--- config.mk ---
export PLATFORM = sky130hd
export DESIGN_NAME = scrg_front
export DESIGN_NICKNAME = d
export VERILOG_FILES = /design/src/rtl/scrg_pkg.sv /design/src/rtl/scrg_front.sv
export SDC_FILE = /design/constraint.sdc
export NUM_CORES = 1
export LEC_CHECK = 0
export BUFFER_PORTS_ARGS = -buffer_cell sky130_fd_sc_hd__buf_2
export CAP_MARGIN = 25
export CELL_PAD_IN_SITES_DETAIL_PLACEMENT = 1
export CELL_PAD_IN_SITES_GLOBAL_PLACEMENT = 2
export CORE_MARGIN = 2
export CORE_UTILIZATION = 33
export DETAILED_ROUTE_END_ITERATION = 16
export PLACE_DENSITY_LB_ADDON = 0.1
export SETUP_SLACK_MARGIN = 0.5
export SYNTH_ARGS = -nofsm -noshare
export SYNTH_HDL_FRONTEND = slang
export SYNTH_SLANG_ARGS = --single-unit
--- constraint.sdc ---
create_clock -name clk_i -period 8.1 [get_ports clk_i]
set_input_delay 0.405 -clock clk_i [delete_from_list [all_inputs] [get_ports clk_i]]
set_output_delay 0.405 -clock clk_i [all_outputs]
set_load 0.1 [all_outputs]
--- src/rtl/scrg_pkg.sv ---
package scrg_pkg;

  localparam int ROW_W       = 21;
  localparam int POS_W       = 24;
  localparam int VAL_W       = 20;
  localparam int CFG_W       = 8;
  localparam int CFG_IDX_W   = 2;
  localparam int SIN_N_W     = 23;
  localparam int NB          = 7;
  localparam int SLOT_W      = 3;
  localparam int QUEUE_DEPTH = 2;

  // Slot order of a row: -z, -y, -x, self, +x, +y, +z.
  localparam logic [SLOT_W-1:0] DIAG_SLOT = 3'd3;
  localparam logic [SLOT_W-1:0] SLOT_END  = 3'd7;

  typedef enum logic [CFG_IDX_W-1:0] {
    REG_SIZE_X = 2'd0,
    REG_SIZE_Y = 2'd1,
    REG_SIZE_Z = 2'd2
  } reg_idx_e;

  // Fraction of a turn per radian, Q0.64, split in halves.
  localparam logic [31:0] TURN_K_LO   = 32'h9391054A;
  localparam logic [31:0] TURN_K_HI   = 32'h28BE60DB;
  localparam logic [30:0] HALF_PI_Q30 = 31'd1686629713;
  localparam logic [30:0] ONE_Q30     = 31'h4000_0000;

  localparam logic [VAL_W-1:0] DIAG_MAX     = 20'd524287;
  localparam logic [22:0]      DIAG_SAT_LIM = 23'd5242880;
  localparam logic [31:0]      RECIP_TEN    = 32'd429496729;
  localparam logic [7:0]       TEN          = 8'd10;
  localparam logic [7:0]       ELEVEN       = 8'd11;
  localparam logic [7:0]       FIVE         = 8'd5;
  localparam logic [2:0]       HORNER_LAST  = 3'd5;

  function automatic logic [7:0] horner_div(input logic [2:0] idx);
    logic [7:0] k;
    case (idx)
      3'd0:    k = 8'd156;
      3'd1:    k = 8'd110;
      3'd2:    k = 8'd72;
      3'd3:    k = 8'd42;
      3'd4:    k = 8'd20;
      3'd5:    k = 8'd6;
      default: k = 8'd6;
    endcase
    return k;
  endfunction

  // floor(2^32 / k) for each Horner divisor.
  function automatic logic [31:0] horner_recip(input logic [2:0] idx);
    logic [31:0] m;
    case (idx)
      3'd0:    m = 32'd27531841;
      3'd1:    m = 32'd39045157;
      3'd2:    m = 32'd59652323;
      3'd3:    m = 32'd102261126;
      3'd4:    m = 32'd214748364;
      3'd5:    m = 32'd715827882;
      default: m = 32'd715827882;
    endcase
    return m;
  endfunction

  typedef struct packed {
    logic [ROW_W-1:0]         row;
    logic [NB-1:0][ROW_W-1:0] col;
    logic [NB-1:0]            ok;
    logic [POS_W-1:0]         base;
    logic                     last_row;
  } row_desc_t;

  typedef struct packed {
    logic full;
    logic empty;
  } queue_stat_t;

  typedef struct packed {
    logic               start;
    logic [SIN_N_W-1:0] n;
  } sin_req_t;

  typedef struct packed {
    logic done;
    logic neg;
  } sin_rsp_t;

  typedef enum logic [3:0] {
    SIN_IDLE,
    SIN_MLO,
    SIN_MHI,
    SIN_FOLD,
    SIN_ANG,
    SIN_SQR,
    SIN_H_MUL,
    SIN_H_RCP,
    SIN_H_FIX,
    SIN_MAG,
    SIN_DONE
  } sin_state_e;

  typedef enum logic [2:0] {
    B_IDLE,
    B_SCAN,
    B_WAIT,
    B_DIV1,
    B_DIV2,
    B_DIV3,
    B_EMIT
  } back_state_e;

endpackage

--- src/rtl/scrg_front.sv ---
module scrg_front #(
  parameter int DIM_MAX = 128
) (
  input  logic                              clk_i,
  input  logic                              rst_ni,
  input  logic                              cfg_valid_i,
  input  logic [scrg_pkg::CFG_IDX_W-1:0]    cfg_index_i,
  input  logic [scrg_pkg::CFG_W-1:0]        cfg_data_i,
  input  logic                              in_valid_i,
  input  logic                              restart_i,
  input  scrg_pkg::queue_stat_t             q_stat_i,
  output logic                              push_o,
  output scrg_pkg::row_desc_t               desc_o
);

  localparam int CW   = $clog2(DIM_MAX);
  localparam int CMPW = ((CW > 8) ? CW : 8) + 1;
  localparam int RowW = scrg_pkg::ROW_W;
  localparam int PosW = scrg_pkg::POS_W;

  function automatic logic [7:0] clamp_size(input logic [7:0] v);
    logic [7:0] r;
    if (v == 8'd0) r = 8'd1;
    else if (11'(v) > 11'(DIM_MAX)) r = 8'(DIM_MAX);
    else r = v;
    return r;
  endfunction

  logic [7:0] size_x_q, size_y_q, size_z_q;
  logic [CW-1:0] cx_q, cy_q, cz_q;
  logic [RowW-1:0] row_q;
  logic [PosW-1:0] count_q;

  logic [7:0]      sx, sy, sz;
  logic [15:0]     sxy;
  logic [CW-1:0]   cx, cy, cz;
  logic [RowW-1:0] row;
  logic [PosW-1:0] count;
  logic [6:0]      ok;
  logic [2:0]      n_ent;
  logic            last_row;
  logic [CMPW-1:0] cx_inc, cy_inc, cz_inc;
  logic            cfg_hit;

  always_comb begin
    sx  = clamp_size(size_x_q);
    sy  = clamp_size(size_y_q);
    sz  = clamp_size(size_z_q);
    sxy = 16'(sx) * 16'(sy);

    cx    = restart_i ? '0 : cx_q;
    cy    = restart_i ? '0 : cy_q;
    cz    = restart_i ? '0 : cz_q;
    row   = restart_i ? '0 : row_q;
    count = restart_i ? '0 : count_q;

    cx_inc = CMPW'(cx) + CMPW'(1);
    cy_inc = CMPW'(cy) + CMPW'(1);
    cz_inc = CMPW'(cz) + CMPW'(1);

    ok[0] = (cz != '0);
    ok[1] = (cy != '0);
    ok[2] = (cx != '0);
    ok[3] = 1'b1;
    ok[4] = (cx_inc < CMPW'(sx));
    ok[5] = (cy_inc < CMPW'(sy));
    ok[6] = (cz_inc < CMPW'(sz));
    last_row = !ok[4] && !ok[5] && !ok[6];

    n_ent = 3'(ok[0]) + 3'(ok[1]) + 3'(ok[2]) + 3'(ok[3])
          + 3'(ok[4]) + 3'(ok[5]) + 3'(ok[6]);

    desc_o.row      = row;
    desc_o.col[0]   = row - RowW'(sxy);
    desc_o.col[1]   = row - RowW'(sx);
    desc_o.col[2]   = row - RowW'(1);
    desc_o.col[3]   = row;
    desc_o.col[4]   = row + RowW'(1);
    desc_o.col[5]   = row + RowW'(sx);
    desc_o.col[6]   = row + RowW'(sxy);
    desc_o.ok       = ok;
    desc_o.base     = count;
    desc_o.last_row = last_row;

    push_o = in_valid_i && !q_stat_i.full;
  end

  always_comb begin
    case (cfg_index_i)
      scrg_pkg::REG_SIZE_X,
      scrg_pkg::REG_SIZE_Y,
      scrg_pkg::REG_SIZE_Z: cfg_hit = cfg_valid_i;
      default:              cfg_hit = 1'b0;
    endcase
  end

  always_ff @(posedge clk_i or negedge rst_ni) begin
    if (!rst_ni) begin
      size_x_q <= 8'd1;
      size_y_q <= 8'd1;
      size_z_q <= 8'd1;
      cx_q     <= '0;
      cy_q     <= '0;
      cz_q     <= '0;
      row_q    <= '0;
      count_q  <= '0;
    end else if (cfg_hit) begin
      case (cfg_index_i)
        scrg_pkg::REG_SIZE_X: size_x_q <= cfg_data_i;
        scrg_pkg::REG_SIZE_Y: size_y_q <= cfg_data_i;
        scrg_pkg::REG_SIZE_Z: size_z_q <= cfg_data_i;
        default: ;
      endcase
      // A write to any size register restarts the walk.
      cx_q    <= '0;
      cy_q    <= '0;
      cz_q    <= '0;
      row_q   <= '0;
      count_q <= '0;
    end else if (push_o) begin
      if (last_row) begin
        cx_q    <= '0;
        cy_q    <= '0;
        cz_q    <= '0;
        row_q   <= '0;
        count_q <= '0;
      end else begin
        count_q <= count + PosW'(n_ent);
        row_q   <= row + RowW'(1);
        if (cx_inc >= CMPW'(sx)) begin
          cx_q <= '0;
          if (cy_inc >= CMPW'(sy)) begin
            cy_q <= '0;
            cz_q <= CW'(cz_inc);
          end else begin
            cy_q <= CW'(cy_inc);
            cz_q <= cz;
          end
        end else begin
          cx_q <= CW'(cx_inc);
          cy_q <= cy;
          cz_q <= cz;
        end
      end
    end
  end

endmodule

==> reports/metrics.cfg <==
[yosys]
seq_area_frac_synth=0.1990
syn_inst=1416
synth_area_leader_cell=dfrtp_1
synth-edff-count=0
synth_fp_nets=1599
netlist.area_leader.share=0.1920
syn_area_um2=11340
syn_avg_cell_area_um2=8.007
netlist_top_cells_area=dfrtp_1 (19%), ha_1 (14%), fa_1 (7.6%)
synthDistinctLibCells=70
yosysWarnings=0
ys_ff_latch=90
async_reset_ff_frac=1.000
synth_ff_type=dfrtp_1

[clocking]
cts.sinks=90
clk_root_buffer_cell=clkbuf_16
htreeDepth=3
clk_pin_slew_ns=0.07
clk-insertion-delay-late_ns=0.35
cts_hold_buf=0
cts_made_buffers=9
cts_tree=yes
cts_buffer_depth=2

[global_routing]
antenna_found_initial=0
grt_util_all_layers=0.2249
grt_pass1_wl_um=63400
grt_pass1_vias=10780
grt_max_degree=54
overflow=0

[detailed_routing]
vias_per_cell=5.194
vias=10710
drc=0
wl_um=40990
drtIter0Drc=509
wl_per_cell_um=19.88
first_pass_iters=4
ant_nets=0

[timing]
fmax_mhz=134.8
clock_skew_ns=0.01120
setup_violations=0
rsz0062_at_grt=false
worst_pin_slew_ns=0.9651
relSlewSlack=0.3553
hold_viol=0
final_max_slew_viol_count=0
fin_crit_ns=7.418
fin_crit_sh=0.9158
setup-tns-final_ns=0

[power]
p_comb_frac=0.789
p_switching_uw=2798
p_leak_uw=0.006873
irDropWorstVdd_mv=0.4919
cellPowerDensity_nw_per_um2=313.3
p_int_uw=1500
power_frac_seq=0.120
switching_share=0.6510
total_power_uw=4298
power_frac_clock=0.091

[placement]
place_hpwl_um=32710
portBuffers=215
gp_congestion=0.8470

[layout]
antenna-diode-count=0
fin_util=0.4071
regArea_um2=2258
layout_commonest_cell=buf_2
area_growth_pct=21.00
fillers=4136
drive_gt1_frac=0.2348
fin_nets=1792
multi_input_area_um2=8447
mostFrequentLayoutCells=buf_2 (202), nor2_1 (157), inv_1 (137), ha_1 (112), nand2_1 (101)

[floorplan]
die_w_um=189.4
die_area_um2=35860
ios=218
coreArea_um2=33700
rows=67
fp.dieH_um=189.4
initial_utilization=0.3365

[run]
maxCapViolations=0

[worst_setup_path]
crit_path_max_fanout=5
rrSetupSlack_ns=2.25
required_ns=7.70
worst_setup_path_end_kind=output pin
cp.arrival_ns=7.01
startpoint_type=register
worst-setup-path-type=reg2out

[min_path]
hold_class=in2async

[outcome]
status=finished clean

==> metrics by stage <==
step	std cells	cell area, um^2	worst slack (ns)	hold WS, ns
finish	2062	13720	0.6822	0.02030
global route	2062	13720	0.4605	0.04727
CTS	2049	13410	0.4759	0.04640
detailed placement	2029	13040	0.5596	0.4258
global placement	2029	13040	0.6377	0.4310
floorplan	1416	11440	0.5025	0.1094
==> power by group through the flow <==
stage	combinational [uW]	sequential, uW	clock, uW
2_1_floorplan	2640	509	0
3_3_place_gp	3250	520	0
3_5_place_dp	3280	521	0
4_1_cts	3330	513	405
5_1_grt	3590	519	421
6_report	3390	514	393
==> final timing paths <==
| check | start | depth (start not counted) | to |
|---|---|---|---|
| worst min-delay path | rst_ni | 1 | count_q[6] |
| min in group clk_i | cfg_data_i[0] | 2 | size_z_q[0] |
| worst max register to register | cz_q[0] | 22 | count_q[22] |
| worst min register to register | count_q[3] | 2 | count_q[3] |
| worst max-delay path | size_x_q[5] | 26 | desc_o[175] |
| max in group asynchronous | rst_ni | 2 | size_y_q[7] |
==> repair_timing <==
item | CTS | global route
pin swaps | 4 | 24
cloned | 0 | 0
endpoints found under the setup margin | 15 | 17
resized for setup | 15 | 49
buffers inserted | 4 | 13
==> flip-flops by register name, indices dropped and copies added (netlist names) <==
register  cells
count_q      24
row_q        21
cx_q          7
size_z_q      8
cz_q          7
cy_q          7
size_x_q      8
size_y_q      8
==> per-layer routing <==
layer	GRT usage	vias up	wire length, um
met3	0.01965	16	1196
met2	0.3833	181	19530
met4	0.02415	0	231
li1	-	5176	-
met5	0	-	0
met1	0.3191	5338	20040
==> critical path, stage by stage (launching register included) <==
cell and delay [ns]:
dfrtp_1 0.40, nor4_2 0.26, a21oi_1 0.13, or2_4 0.31, inv_8 0.07, nand2_1 0.06, fa_1 0.50, fa_1 0.52
inv_1 0.05, fa_1 0.51, inv_2 0.05, fa_1 0.52, inv_2 0.05, ha_4 0.28, nand2_1 0.07, o211ai_1 0.19
a21oi_1 0.12, xnor2_2 0.33, ha_4 0.27, a21o_1 0.22, a311oi_4 0.33, nor3b_4 0.29, buf_4 0.16, nor3_1 0.05
a211o_2 0.33, o311ai_4 0.37, buf_12 0.22
==> cells by family after synthesis <==
group / Yosys count / share of synthesized area
mux: 25 / 0.02472
buf+inv: 230 / 0.08673
fa+ha+maj: 166 / 0.2117
flops: 90 / 0.1990
simple gates: 503 / 0.2186
xor+xnor: 137 / 0.1058
compound gates: 264 / 0.1532
other cells: 1 / 0.0003307
==> layout make-up <==
cell class	instances	share of cell area
Sequential cell	90	0.1646
Clock buffer	12	0.01724
Tap cell	448	0.04086
Clock inverter	4	0.002098
Timing Repair Buffer	266	0.1182
Multi-Input combinational cell	1096	0.6157
Inverter	146	0.04131
==> cell usage after synthesis, types with 26 or more instances <==
cell type	instances
xnor2_1	90
nor2b_1	48
nand3_1	41
o21ai_0	67
inv_1	143
fa_1	43
nor3_1	31
a22o_1	28
clkbuf_1	46
nand2_1	105
nor2_1	160
xor2_1	47
a21oi_1	69
ha_1	123
buf_4	26
dfrtp_1	87
Note: power is estimated with default switching activity, not from simulation.
